$ cat src/design/csp_pkg.sv
// Shared types, constants and register codes for the cascaded speed/current controller.
package csp_pkg;

   // Fixed-point format of every gain and accumulator.
   localparam int GAIN_FRAC_BITS     = 16;
   localparam int CURRENT_TARGET_MAX = 100;

   // Field and state widths.
   localparam int MEAS_W      = 8;
   localparam int TARGET_W    = 7;
   localparam int DUTY_W      = 8;
   localparam int GAIN_W      = 24;
   localparam int ERR_W       = 9;
   localparam int SPEED_ACC_W = 40;
   localparam int CUR_ACC_W   = 32;
   localparam int CUR_STEP_W  = 36;
   localparam int CSR_IDX_W   = 3;

   // Duty limits of the current loop.
   localparam int DUTY_MAX  = 255;
   localparam int DUTY_PARK = 250;
   localparam int DUTY_MIN  = 1;

   // Speed accumulator bounds.
   localparam logic signed [SPEED_ACC_W-1:0] SPEED_ACC_ONE =
      SPEED_ACC_W'(1) << GAIN_FRAC_BITS;
   localparam logic signed [SPEED_ACC_W-1:0] SPEED_ACC_MAX =
      SPEED_ACC_W'(CURRENT_TARGET_MAX) << GAIN_FRAC_BITS;
   localparam logic signed [SPEED_ACC_W-1:0] SPEED_ACC_HIGH =
      SPEED_ACC_W'(CURRENT_TARGET_MAX + 1) << GAIN_FRAC_BITS;

   // Current accumulator and step bounds.
   localparam logic signed [CUR_ACC_W-1:0] CUR_ACC_ONE =
      CUR_ACC_W'(DUTY_MIN) << GAIN_FRAC_BITS;
   localparam logic signed [CUR_ACC_W-1:0] CUR_ACC_HIGH =
      CUR_ACC_W'(DUTY_MAX + 1) << GAIN_FRAC_BITS;
   localparam logic signed [CUR_ACC_W-1:0] CUR_ACC_PARK =
      CUR_ACC_W'(DUTY_PARK) << GAIN_FRAC_BITS;
   localparam logic signed [CUR_STEP_W-1:0] CUR_STEP_LIMIT =
      CUR_STEP_W'(DUTY_MAX) << GAIN_FRAC_BITS;

   // Run modes.
   localparam logic [1:0] MODE_AUTO   = 2'd0;
   localparam logic [1:0] MODE_MANUAL = 2'd1;
   localparam logic [1:0] MODE_FAIL   = 2'd2;

   // Opcodes.
   localparam logic OP_SPEED   = 1'b0;
   localparam logic OP_CURRENT = 1'b1;

   // Register indexes.
   localparam logic [CSR_IDX_W-1:0] REG_RUN_MODE     = 3'd0;
   localparam logic [CSR_IDX_W-1:0] REG_SPEED_TARGET = 3'd1;
   localparam logic [CSR_IDX_W-1:0] REG_SPEED_KP     = 3'd2;
   localparam logic [CSR_IDX_W-1:0] REG_SPEED_KI     = 3'd3;
   localparam logic [CSR_IDX_W-1:0] REG_SPEED_KD     = 3'd4;
   localparam logic [CSR_IDX_W-1:0] REG_CURRENT_KP   = 3'd5;
   localparam logic [CSR_IDX_W-1:0] REG_CURRENT_KI   = 3'd6;
   localparam logic [CSR_IDX_W-1:0] REG_MANUAL_DUTY  = 3'd7;

   typedef struct packed {
      logic              opcode;
      logic [MEAS_W-1:0] measured_value;
   } req_type;

   typedef struct packed {
      logic [DUTY_W-1:0]   duty_cycle;
      logic [TARGET_W-1:0] current_target;
   } rsp_type;

   typedef struct packed {
      logic [1:0]        run_mode;
      logic [MEAS_W-1:0] speed_target;
      logic [GAIN_W-1:0] speed_kp;
      logic [GAIN_W-1:0] speed_ki;
      logic [GAIN_W-1:0] speed_kd;
      logic [GAIN_W-1:0] current_kp;
      logic [GAIN_W-1:0] current_ki;
      logic [DUTY_W-1:0] manual_duty;
   } cfg_type;

   typedef struct packed {
      logic signed [ERR_W-1:0]       err_prev;
      logic signed [ERR_W-1:0]       err_prev2;
      logic signed [SPEED_ACC_W-1:0] accum;
      logic [TARGET_W-1:0]           target;
   } spd_state_type;

   typedef struct packed {
      logic signed [ERR_W-1:0]     err_prev;
      logic signed [CUR_ACC_W-1:0] accum;
      logic [DUTY_W-1:0]           duty;
   } cur_state_type;

endpackage

$ cat src/design/csp_cfg.sv
// Configuration register file with write-only access.
module csp_cfg (
   input  logic                           clock,
   input  logic                           reset,
   input  logic                           csr_write_enable,
   input  logic [csp_pkg::CSR_IDX_W-1:0]  csr_index,
   input  logic [csp_pkg::GAIN_W-1:0]     csr_write_data,
   output csp_pkg::cfg_type               cfg
);

   csp_pkg::cfg_type cfg_ff;
   csp_pkg::cfg_type cfg_in;

   // Decode the index and replace one register.
   always_comb begin
      cfg_in = cfg_ff;
      if (csr_write_enable) begin
         case (csr_index)
            csp_pkg::REG_RUN_MODE:     cfg_in.run_mode     = csr_write_data[1:0];
            csp_pkg::REG_SPEED_TARGET: cfg_in.speed_target = csr_write_data[7:0];
            csp_pkg::REG_SPEED_KP:     cfg_in.speed_kp     = csr_write_data;
            csp_pkg::REG_SPEED_KI:     cfg_in.speed_ki     = csr_write_data;
            csp_pkg::REG_SPEED_KD:     cfg_in.speed_kd     = csr_write_data;
            csp_pkg::REG_CURRENT_KP:   cfg_in.current_kp   = csr_write_data;
            csp_pkg::REG_CURRENT_KI:   cfg_in.current_ki   = csr_write_data;
            csp_pkg::REG_MANUAL_DUTY:  cfg_in.manual_duty  = csr_write_data[7:0];
            default: cfg_in = cfg_ff;
         endcase
      end
   end

   // Registers come out of reset with the default tuning.
   always_ff @(posedge clock) begin
      if (reset) begin
         cfg_ff.run_mode     <= csp_pkg::MODE_MANUAL;
         cfg_ff.speed_target <= 8'd30;
         cfg_ff.speed_kp     <= 24'd89129;
         cfg_ff.speed_ki     <= 24'd89129;
         cfg_ff.speed_kd     <= 24'd58982;
         cfg_ff.current_kp   <= 24'd2359;
         cfg_ff.current_ki   <= 24'd10111;
         cfg_ff.manual_duty  <= 8'd0;
      end else begin
         cfg_ff <= cfg_in;
      end
   end

   assign cfg = cfg_ff;

endmodule

$ cat src/design/csp_speed.sv
// Incremental PID step of the speed loop, producing the next current setpoint.
module csp_speed (
   input  csp_pkg::cfg_type                cfg,
   input  logic [csp_pkg::MEAS_W-1:0]      measured_value,
   input  csp_pkg::spd_state_type          state_cur,
   output csp_pkg::spd_state_type          state_next
);

   logic signed [csp_pkg::ERR_W-1:0]        err;
   logic signed [26:0]                      k1;
   logic signed [26:0]                      k2;
   logic signed [26:0]                      k3;
   logic signed [35:0]                      p1;
   logic signed [35:0]                      p2;
   logic signed [35:0]                      p3;
   logic signed [csp_pkg::SPEED_ACC_W-1:0]  acc_sum;

   // Error and the three combined gain terms.
   assign err = $signed({1'b0, cfg.speed_target}) - $signed({1'b0, measured_value});
   assign k1  = $signed({3'b000, cfg.speed_kp}) + $signed({3'b000, cfg.speed_ki})
              + $signed({3'b000, cfg.speed_kd});
   assign k2  = -($signed({3'b000, cfg.speed_kp}) + ($signed({3'b000, cfg.speed_kd}) <<< 1));
   assign k3  = $signed({3'b000, cfg.speed_kd});

   // Three parallel products, then one sum into the accumulator.
   assign p1 = k1 * err;
   assign p2 = k2 * state_cur.err_prev;
   assign p3 = k3 * state_cur.err_prev2;
   assign acc_sum = state_cur.accum + csp_pkg::SPEED_ACC_W'(p1)
                  + csp_pkg::SPEED_ACC_W'(p2) + csp_pkg::SPEED_ACC_W'(p3);

   // Clamp the integer part to the setpoint range; a small negative value truncates to zero.
   always_comb begin
      state_next.err_prev  = err;
      state_next.err_prev2 = state_cur.err_prev;
      if (acc_sum >= csp_pkg::SPEED_ACC_HIGH) begin
         state_next.accum  = csp_pkg::SPEED_ACC_MAX;
         state_next.target = csp_pkg::TARGET_W'(csp_pkg::CURRENT_TARGET_MAX);
      end else if (acc_sum <= -csp_pkg::SPEED_ACC_ONE) begin
         state_next.accum  = '0;
         state_next.target = '0;
      end else if (acc_sum < 0) begin
         state_next.accum  = acc_sum;
         state_next.target = '0;
      end else begin
         state_next.accum  = acc_sum;
         state_next.target = csp_pkg::TARGET_W'(acc_sum >>> csp_pkg::GAIN_FRAC_BITS);
      end
   end

endmodule

$ cat src/design/csp_current.sv
// Incremental PI step of the current loop, producing the next duty cycle.
module csp_current (
   input  csp_pkg::cfg_type                cfg,
   input  logic [csp_pkg::MEAS_W-1:0]      measured_value,
   input  logic [csp_pkg::TARGET_W-1:0]    current_target,
   input  csp_pkg::cur_state_type          state_cur,
   output csp_pkg::cur_state_type          state_next
);

   logic signed [csp_pkg::ERR_W-1:0]       err;
   logic signed [25:0]                     k1;
   logic signed [25:0]                     k2;
   logic signed [34:0]                     p1;
   logic signed [34:0]                     p2;
   logic signed [csp_pkg::CUR_STEP_W-1:0]  step_raw;
   logic signed [csp_pkg::CUR_STEP_W-1:0]  step_lim;
   logic signed [csp_pkg::CUR_ACC_W-1:0]   acc_sum;

   // Error against the setpoint and the PI gain terms.
   assign err = $signed({2'b00, current_target}) - $signed({1'b0, measured_value});
   assign k1  = $signed({2'b00, cfg.current_kp}) + $signed({2'b00, cfg.current_ki});
   assign k2  = -$signed({2'b00, cfg.current_kp});

   assign p1       = k1 * err;
   assign p2       = k2 * state_cur.err_prev;
   assign step_raw = csp_pkg::CUR_STEP_W'(p1) + csp_pkg::CUR_STEP_W'(p2);

   // Limit the step to plus or minus full scale before it is accumulated.
   always_comb begin
      if (step_raw > csp_pkg::CUR_STEP_LIMIT) begin
         step_lim = csp_pkg::CUR_STEP_LIMIT;
      end else if (step_raw < -csp_pkg::CUR_STEP_LIMIT) begin
         step_lim = -csp_pkg::CUR_STEP_LIMIT;
      end else begin
         step_lim = step_raw;
      end
   end

   assign acc_sum = state_cur.accum + csp_pkg::CUR_ACC_W'(step_lim);

   // Overrange parks the duty, underrange holds it at the minimum.
   always_comb begin
      state_next.err_prev = err;
      if (acc_sum >= csp_pkg::CUR_ACC_HIGH) begin
         state_next.accum = csp_pkg::CUR_ACC_PARK;
         state_next.duty  = csp_pkg::DUTY_W'(csp_pkg::DUTY_PARK);
      end else if (acc_sum < csp_pkg::CUR_ACC_ONE) begin
         state_next.accum = csp_pkg::CUR_ACC_ONE;
         state_next.duty  = csp_pkg::DUTY_W'(csp_pkg::DUTY_MIN);
      end else begin
         state_next.accum = acc_sum;
         state_next.duty  = csp_pkg::DUTY_W'(acc_sum >>> csp_pkg::GAIN_FRAC_BITS);
      end
   end

endmodule

$ cat src/design/cascaded_speed_current_pid.sv
// Cascaded speed PID and current PI controller: input stage, loop state and result stage.
//
// Each request word carries an opcode and a measured byte. A speed word runs the
// speed loop and updates the current setpoint; a current word runs the current
// loop and updates the duty cycle. Manual mode drives the manual duty, fail mode
// drives zero duty and clears the previous errors. Every request word yields
// exactly one response word holding the duty and the setpoint after the update.
// A request is captured in an input register; the whole loop update (three parallel
// multiplies for speed, two for current, adds and clamps) runs as the word moves on
// and lands in the response register. One word is taken every cycle while the receiver
// does not stall. When the receiver stalls, the response register holds its word and
// the input register holds the next one; the request side stalls only when both are
// full. The configuration port is a plain write port; the user must write it only
// while no word is in flight, which the block does not enforce. Reset is synchronous:
// it empties both stages, clears all loop state and restores the default tuning.
module cascaded_speed_current_pid (
   input  logic                           clock,
   input  logic                           reset,
   input  logic                           req_valid,
   output logic                           req_ready,
   input  csp_pkg::req_type               req_data,
   output logic                           rsp_valid,
   input  logic                           rsp_ready,
   output csp_pkg::rsp_type               rsp_data,
   input  logic                           csr_write_enable,
   input  logic [csp_pkg::CSR_IDX_W-1:0]  csr_index,
   input  logic [csp_pkg::GAIN_W-1:0]     csr_write_data
);

   csp_pkg::cfg_type        cfg;
   logic                    in_valid_ff;
   csp_pkg::req_type        in_data_ff;
   logic                    rsp_valid_ff;
   csp_pkg::rsp_type        rsp_data_ff;
   csp_pkg::rsp_type        rsp_data_in;
   csp_pkg::spd_state_type  spd_ff;
   csp_pkg::spd_state_type  spd_in;
   csp_pkg::spd_state_type  spd_step;
   csp_pkg::cur_state_type  cur_ff;
   csp_pkg::cur_state_type  cur_in;
   csp_pkg::cur_state_type  cur_step;
   logic                    advance;

   csp_cfg u_cfg (
      .clock            (clock),
      .reset            (reset),
      .csr_write_enable (csr_write_enable),
      .csr_index        (csr_index),
      .csr_write_data   (csr_write_data),
      .cfg              (cfg)
   );

   csp_speed u_speed (
      .cfg            (cfg),
      .measured_value (in_data_ff.measured_value),
      .state_cur      (spd_ff),
      .state_next     (spd_step)
   );

   csp_current u_current (
      .cfg            (cfg),
      .measured_value (in_data_ff.measured_value),
      .current_target (spd_ff.target),
      .state_cur      (cur_ff),
      .state_next     (cur_step)
   );

   // The held word moves on when the response register is free or being emptied.
   assign advance   = in_valid_ff && (!rsp_valid_ff || rsp_ready);
   assign req_ready = !in_valid_ff || advance;

   // Select the state update by run mode and opcode.
   always_comb begin
      spd_in = spd_ff;
      cur_in = cur_ff;
      case (cfg.run_mode)
         csp_pkg::MODE_AUTO: begin
            if (in_data_ff.opcode == csp_pkg::OP_SPEED) begin
               spd_in = spd_step;
            end else begin
               cur_in = cur_step;
            end
         end
         csp_pkg::MODE_MANUAL: begin
            cur_in.duty = cfg.manual_duty;
         end
         csp_pkg::MODE_FAIL: begin
            cur_in.duty     = '0;
            cur_in.err_prev = '0;
            spd_in.err_prev = '0;
         end
         default: begin
            spd_in = spd_ff;
            cur_in = cur_ff;
         end
      endcase
      rsp_data_in.duty_cycle     = cur_in.duty;
      rsp_data_in.current_target = spd_in.target;
   end

   // Input stage.
   always_ff @(posedge clock) begin
      if (reset) begin
         in_valid_ff <= 1'b0;
      end else if (req_ready) begin
         in_valid_ff <= req_valid;
      end
   end

   always_ff @(posedge clock) begin
      if (req_valid && req_ready) begin
         in_data_ff <= req_data;
      end
   end

   // Loop state is updated once per word, as the word moves to the response stage.
   always_ff @(posedge clock) begin
      if (reset) begin
         spd_ff <= '0;
         cur_ff <= '0;
      end else if (advance) begin
         spd_ff <= spd_in;
         cur_ff <= cur_in;
      end
   end

   // Response stage.
   always_ff @(posedge clock) begin
      if (reset) begin
         rsp_valid_ff <= 1'b0;
      end else if (advance) begin
         rsp_valid_ff <= 1'b1;
      end else if (rsp_ready) begin
         rsp_valid_ff <= 1'b0;
      end
   end

   always_ff @(posedge clock) begin
      if (advance) begin
         rsp_data_ff <= rsp_data_in;
      end
   end

   assign rsp_valid = rsp_valid_ff;
   assign rsp_data  = rsp_data_ff;

`ifndef NO_ASSERTIONS
   // The setpoint never leaves its clamp range.
   a_target_range: assert property (@(posedge clock) disable iff (reset)
      spd_ff.target <= csp_pkg::TARGET_W'(csp_pkg::CURRENT_TARGET_MAX))
      else $error("current setpoint above its maximum");

   // The current accumulator stays non-negative and below the overrange bound.
   a_cur_acc_range: assert property (@(posedge clock) disable iff (reset)
      (cur_ff.accum >= 0) && (cur_ff.accum < csp_pkg::CUR_ACC_HIGH))
      else $error("current accumulator out of range");

   // A word that moves on always shows up as a valid response next cycle.
   a_advance_rsp: assert property (@(posedge clock) disable iff (reset)
      advance |=> rsp_valid_ff)
      else $error("advanced word did not reach the response stage");

   // A fail-mode word drives zero duty and clears the previous errors.
   a_fail_stop: assert property (@(posedge clock) disable iff (reset)
      (advance && cfg.run_mode == csp_pkg::MODE_FAIL) |=>
      (rsp_data_ff.duty_cycle == '0) && (spd_ff.err_prev == '0) && (cur_ff.err_prev == '0))
      else $error("fail mode did not stop the drive");

   // A held input word is not lost while the response side stalls.
   a_hold_input: assert property (@(posedge clock) disable iff (reset)
      (in_valid_ff && !advance) |=> in_valid_ff)
      else $error("stalled input word dropped");
`endif

endmodule
$ cat config.mk
export PLATFORM = sky130hd
export DESIGN_NAME = cascaded_speed_current_pid
export DESIGN_NICKNAME = d
export VERILOG_FILES = /design/src/design/csp_pkg.sv /design/src/design/csp_cfg.sv /design/src/design/csp_speed.sv /design/src/design/csp_current.sv /design/src/design/cascaded_speed_current_pid.sv
export SDC_FILE = /design/constraint.sdc
export NUM_CORES = 2
export LEC_CHECK = 0
export BUFFER_PORTS_ARGS = -buffer_cell sky130_fd_sc_hd__buf_2
export CAP_MARGIN = 40
export CORE_MARGIN = 10
export CORE_UTILIZATION = 45
export DETAILED_ROUTE_END_ITERATION = 10
export GPL_TIMING_DRIVEN = 0
export PLACE_DENSITY = 0.7
export SKIP_CTS_REPAIR_TIMING = 1
export SLEW_MARGIN = 10
export SYNTH_ARGS = -nofsm -noshare
export SYNTH_HDL_FRONTEND = slang
export SYNTH_HIERARCHICAL = 1
export SYNTH_SLANG_ARGS = --single-unit
$ cat constraint.sdc
create_clock -name clock -period 15.7 [get_ports clock]
set_input_delay 1.57 -clock clock [delete_from_list [all_inputs] [get_ports clock]]
set_output_delay 1.57 -clock clock [all_outputs]
set_load 0.02 [all_outputs]
* Word level (Yosys, flattened, before mapping) *
Index checks and enable logic that the tools add are counted.

storage, ports and cells
  bits in registers = 278
  latch bits = 0
  memory bits (writable) = 0
  bits in read-only memories = 0
  bits of input ports = 41
  output and inout port bits = 17
  memories kept = 0

cells by class
  add/sub/neg operators = 13
  multipliers = 5
  divide/modulo/power cells = 0
  order comparisons = 7
  equal/unequal tests = 11
  shift operators = 0
  muxes and demuxes = 15
  bitwise operators = 1
  reduce and logical (&&, ||, !) cells = 22

operators with widths
  operator                                                count
  two-way mux 47 bit                                      2
  adder 40 x 36 -> 40 bit                                 2
  two-way mux 40 bit                                      2
  multiplier 27 x 9 -> 36 bit                             2
  multiplier 26 x 9 -> 35 bit                             2
  two-way mux 65 bit                                      1
  two-way mux 32 bit                                      2
  adder 24 x 24 -> 25 bit                                 2
  two-way mux 49 bit                                      1
  adder 40 x 34 -> 40 bit                                 1
  >= comparator 40 x 24 -> 1 bit (second input constant)  1
  <= comparator 40 x 17 -> 1 bit (second input constant)  1
  < comparator 40 x 1 -> 1 bit (second input constant)    1
  adder 35 x 35 -> 36 bit                                 1
  > comparator 36 x 25 -> 1 bit (second input constant)   1
  < comparator 36 x 25 -> 1 bit (second input constant)   1
  case mux 9 bit (2 select lines)                         2
  multiplier 25 x 9 -> 34 bit                             1
  adder 32 bit                                            1
  >= comparator 32 x 26 -> 1 bit (second input constant)  1
  < comparator 32 x 18 -> 1 bit (second input constant)   1
  negation 26 -> 27 bit                                   1
  adder 24 x 25 -> 26 bit                                 1
  adder 25 x 24 -> 26 bit                                 1
  other kinds (21)                                        42

* Longest topological paths before layout *
  depth in word-level cells = 12
  mapped depth = 60

* Modules after synthesis *
Netlist, hierarchy kept.

modules (own cells, without submodules)
  module                      instances  cells each  area each (µm²)
  csp_speed                   1          3,153       27,636.5
  csp_current                 1          2,361       20,053.0
  cascaded_speed_current_pid  1          576         6,160.9
  csp_cfg                     1          505         5,452.7

* Worst setup path after synthesis *
No wires, ideal clock.

  path type = reg-to-reg
  from = reg u_cfg.cfg_ff (netlist bit u_cfg/cfg[32])
  to = reg cur_ff[2] (netlist name)
  data arrival time = 12.796 ns
  setup slack = 2.813 ns
  cell stages (with the launch flop) = 52
  path through = dfxtp_1 ha_1 inv_1 fa_1 nor2b_1 o21ai_0 a21boi_0 o21ai_0 a21oi_1 nor2_1 o31ai_1 a21oi_1 xor2_1 nor2_1 fa_1 inv_1 fa_1 fa_1 (+16 left out) a21boi_0 ha_1 a211o_1 a21oi_1 o211ai_1 a211oi_2 o21ai_1 a31oi_1 o21ai_0 xnor2_1 nand4_1 clkbuf_1 nor4_1 ha_1 clkbuf_1 a211oi_1 a32oi_1 a311oi_1

RTL lines
  item                    line                               source
  start, declared         csp_cfg.sv:11                      csp_pkg::cfg_type cfg_ff;
  start signal, assigned  csp_cfg.sv:44                      cfg_ff <= cfg_in;
  end signal, assigned    cascaded_speed_current_pid.sv:123  cur_ff <= cur_in;
  end, declared           cascaded_speed_current_pid.sv:39   csp_pkg::cur_state_type cur_ff;

==> flow_metrics.env <==
export IMPL_wire_per_inst_microns=20.8
export IMPL_yosys_most_used_dff="dfxtp_1"
export IMPL_numCtsBuffers=38
export IMPL_area_growth_pct=7.39
export IMPL_rsz0062_at_grt="no"
export IMPL_clk_pin_slew_ns=0.06
export IMPL_relSlewSlack_pct=32.3
export IMPL_grt_pass1_wl_microns=280000
export IMPL_synth_edf_count=24
export IMPL_synthTopCellsByArea="fa_1 38%, ha_1 9.3%, dfxtp_1 8.6%, inv_1 7.6%, nand2_1 4.9%"
export IMPL_crit_path_frequent_cell="fa_1"
export IMPL_async_flop_share_pct=0
export IMPL_final_setup_tns_ns=0
export IMPL_core_sq_um=131000
export IMPL_die_y_microns=383
export IMPL_required_ns=16.04
export IMPL_cpLargestDelayFamily="adder cells"
export IMPL_antenna_found_initial=6
export IMPL_num_io_pins=58
export IMPL_syn_area_per_cell_sq_um=8.99
export IMPL_drc=0
export IMPL_dpl_cell_area_sq_um=62300
export IMPL_grt_pass1_vias=48000
export IMPL_worstPathBufferInverterCount=13
export IMPL_grt_util_met2_pct=35.4
export IMPL_fin_crit_ns=14.98
export IMPL_yosys_warnings=6
export IMPL_cpPeakStageDelay_ns=0.56
export IMPL_clk_latency_ns=0.59
export IMPL_gp_congestion=0.958
export IMPL_layout_setup_ws_ns=0.716
export IMPL_max_cap_viol_count=0
export IMPL_whs_ns=0.479
export IMPL_clock_sinks=278
export IMPL_die_area_sq_um=147000
export IMPL_hold_violations=0
export IMPL_vias=46400
export IMPL_syn_num_nets=8212
export IMPL_rows=133
export IMPL_grt_max_degree=18
export IMPL_grtUsageMet3_pct=6.97
export IMPL_met1_usage_pct=34.5
export IMPL_synth_seq_area_share_pct=9.79
export IMPL_r2r_start="in_data_ff[1]"
export IMPL_nets=8371
export IMPL_viasPerCell=5.44
export IMPL_hold_class="reg -> reg"
export IMPL_cts_tree="done"
export IMPL_hp_start="cur_ff[24]"
export IMPL_stdcell_area_sq_um=63700
export IMPL_dp_slack_ns=-0.296
export IMPL_htreeDepth=2
export IMPL_startpoint_type="flop"
export IMPL_crit_fanout=11
export IMPL_tightest_slew_ns=1.01
export IMPL_drt_initial_drc_count=4069
export IMPL_yosysUniqueCellTypes=123
export IMPL_outcome="finished, final reports clean"
export IMPL_synth_common_cells="1208 x inv_1, 1136 x fa_1, 773 x nand2_1, 449 x nor2_1, 440 x ha_1"
export IMPL_synth_area_sq_um=59300
export IMPL_fmax_mhz=66.7
export IMPL_syn_inst=6595
export IMPL_drive_gt1_share_pct=6.12
export IMPL_startpoint="in_data_ff[1]"
export IMPL_track_usage_pct=24.4
export IMPL_cts_max_path_buffers=3
export IMPL_grt_ovfl_total=0
export IMPL_cts_root_buf="clkbuf_16"
export IMPL_finalSetupViolations=0
export IMPL_die_w_microns=383
export IMPL_crit_slowest_cell="fa_1"
export IMPL_dp_hpwl_microns=155000
export IMPL_globalRoute_busiestLayer="met2"
export IMPL_yosys_register_bits=278
export IMPL_finalMaxSlewViolations=0
export IMPL_initial_core_util_pct=45.2
export IMPL_first_pass_iters=6
export IMPL_ant_nets=0
export IMPL_yosysMostFrequentCell="inv_1"
export IMPL_routed_wl_microns=177000
export IMPL_synth_top_area_share_pct=38.3
export IMPL_worstSetupPathType="reg -> reg"
export IMPL_critPathCaptureType="flop"
export IMPL_fin_worst_skew_ns=0.0468
export IMPL_io_buffers=56
export IMPL_yosysTopAreaCell="fa_1"
export IMPL_cp_arrival_ns=15.32
export IMPL_period_share_pct=95.4
==> routing by layer <==
metal,wire length [microns],vias up
li1,-,20800
met1,76300,23300
met4,6950,10
met3,19700,305
met5,75,-
met2,74200,2027
==> worst paths after layout <==
| check | endpoint | slack (ns) | cells past startpoint |
|---|---|---|---|
| max | rsp_data[12] | 0.72 | 55 |
| min | cur_ff[24] | 0.48 | 2 |
| max reg2reg | rsp_data[12] | 0.72 | 55 |
| min reg2reg | cur_ff[24] | 0.48 | 2 |
==> tightest hold or removal path, delay by kind of cell, from the launching register on <==
family / cells / cell delay [ns]
AND/OR/NAND/NOR: 1 / 0.06
flip-flops: 1 / 0.31
multiplexers: 1 / 0.05
==> stage by stage <==
stage	cells	utilization [%]
finish	8538	48.6
global route	8537	48.6
CTS	8532	48.4
detailed placement	8464	47.5
global placement	8406	47.1
floorplan	6595	-
==> final cells by class <==
| type | instances | area, sq um |
|---|---|---|
| clock buffer | 49 | 1080 |
| buffer | 283 | 1440 |
| antenna | 1 | 2.50 |
| tap | 1755 | 2200 |
| inverter | 1213 | 4560 |
| timing repair buffer | 120 | 806 |
| clock inverter | 19 | 145 |
| sequential | 278 | 5810 |
| fill | 12400 | 67400 |
| multi-input combinational | 4820 | 47700 |
==> flip-flops by register name, indices dropped and copies added, names as in the netlist <==
register and cells:
in_valid_ff 1, rsp_data 15, u_cfg/cfg 138, spd_ff 65, in_data_ff 9, rsp_valid 1
cur_ff 49
==> cells in the final DEF (no fill, tap or decap), types with 16 or more instances in the layout <==
master	instances
nand2_1	773
buf_4	91
nor2_1	449
inv_1	1208
o21a_1	34
or3_1	21
nor4_1	21
nand2b_1	360
and3_1	24
clkbuf_1	190
nor3_1	60
buf_6	16
nor2b_1	51
xor2_1	71
dfxtp_1	254
a211oi_1	42
xnor2_1	104
or2_2	27
nand4_1	27
edfxtp_1	24
o21ai_0	107
and2_1	205
nand3_1	35
o21bai_1	25
ha_1	439
a21oi_1	175
o31ai_1	20
a21o_1	69
o2111ai_1	18
fa_1	1136
buf_2	91
mux2i_1	240
clkbuf_16	40
==> cell families after synthesis <==
group	after synthesis	share of synthesized area, %
buffers and inverters	1497	10.1
and+or+nand+nor	2134	17.6
muxes	248	4.20
AOI/OAI and AO/OA	684	8.09
adders and majority gates	1576	47.6
xor gates and xnor gates	178	2.64
DFF	278	9.79
Power is left out: the tool's default activity adds up to more than one toggle a clock period on the data nets, which glitch-free logic cannot reach.
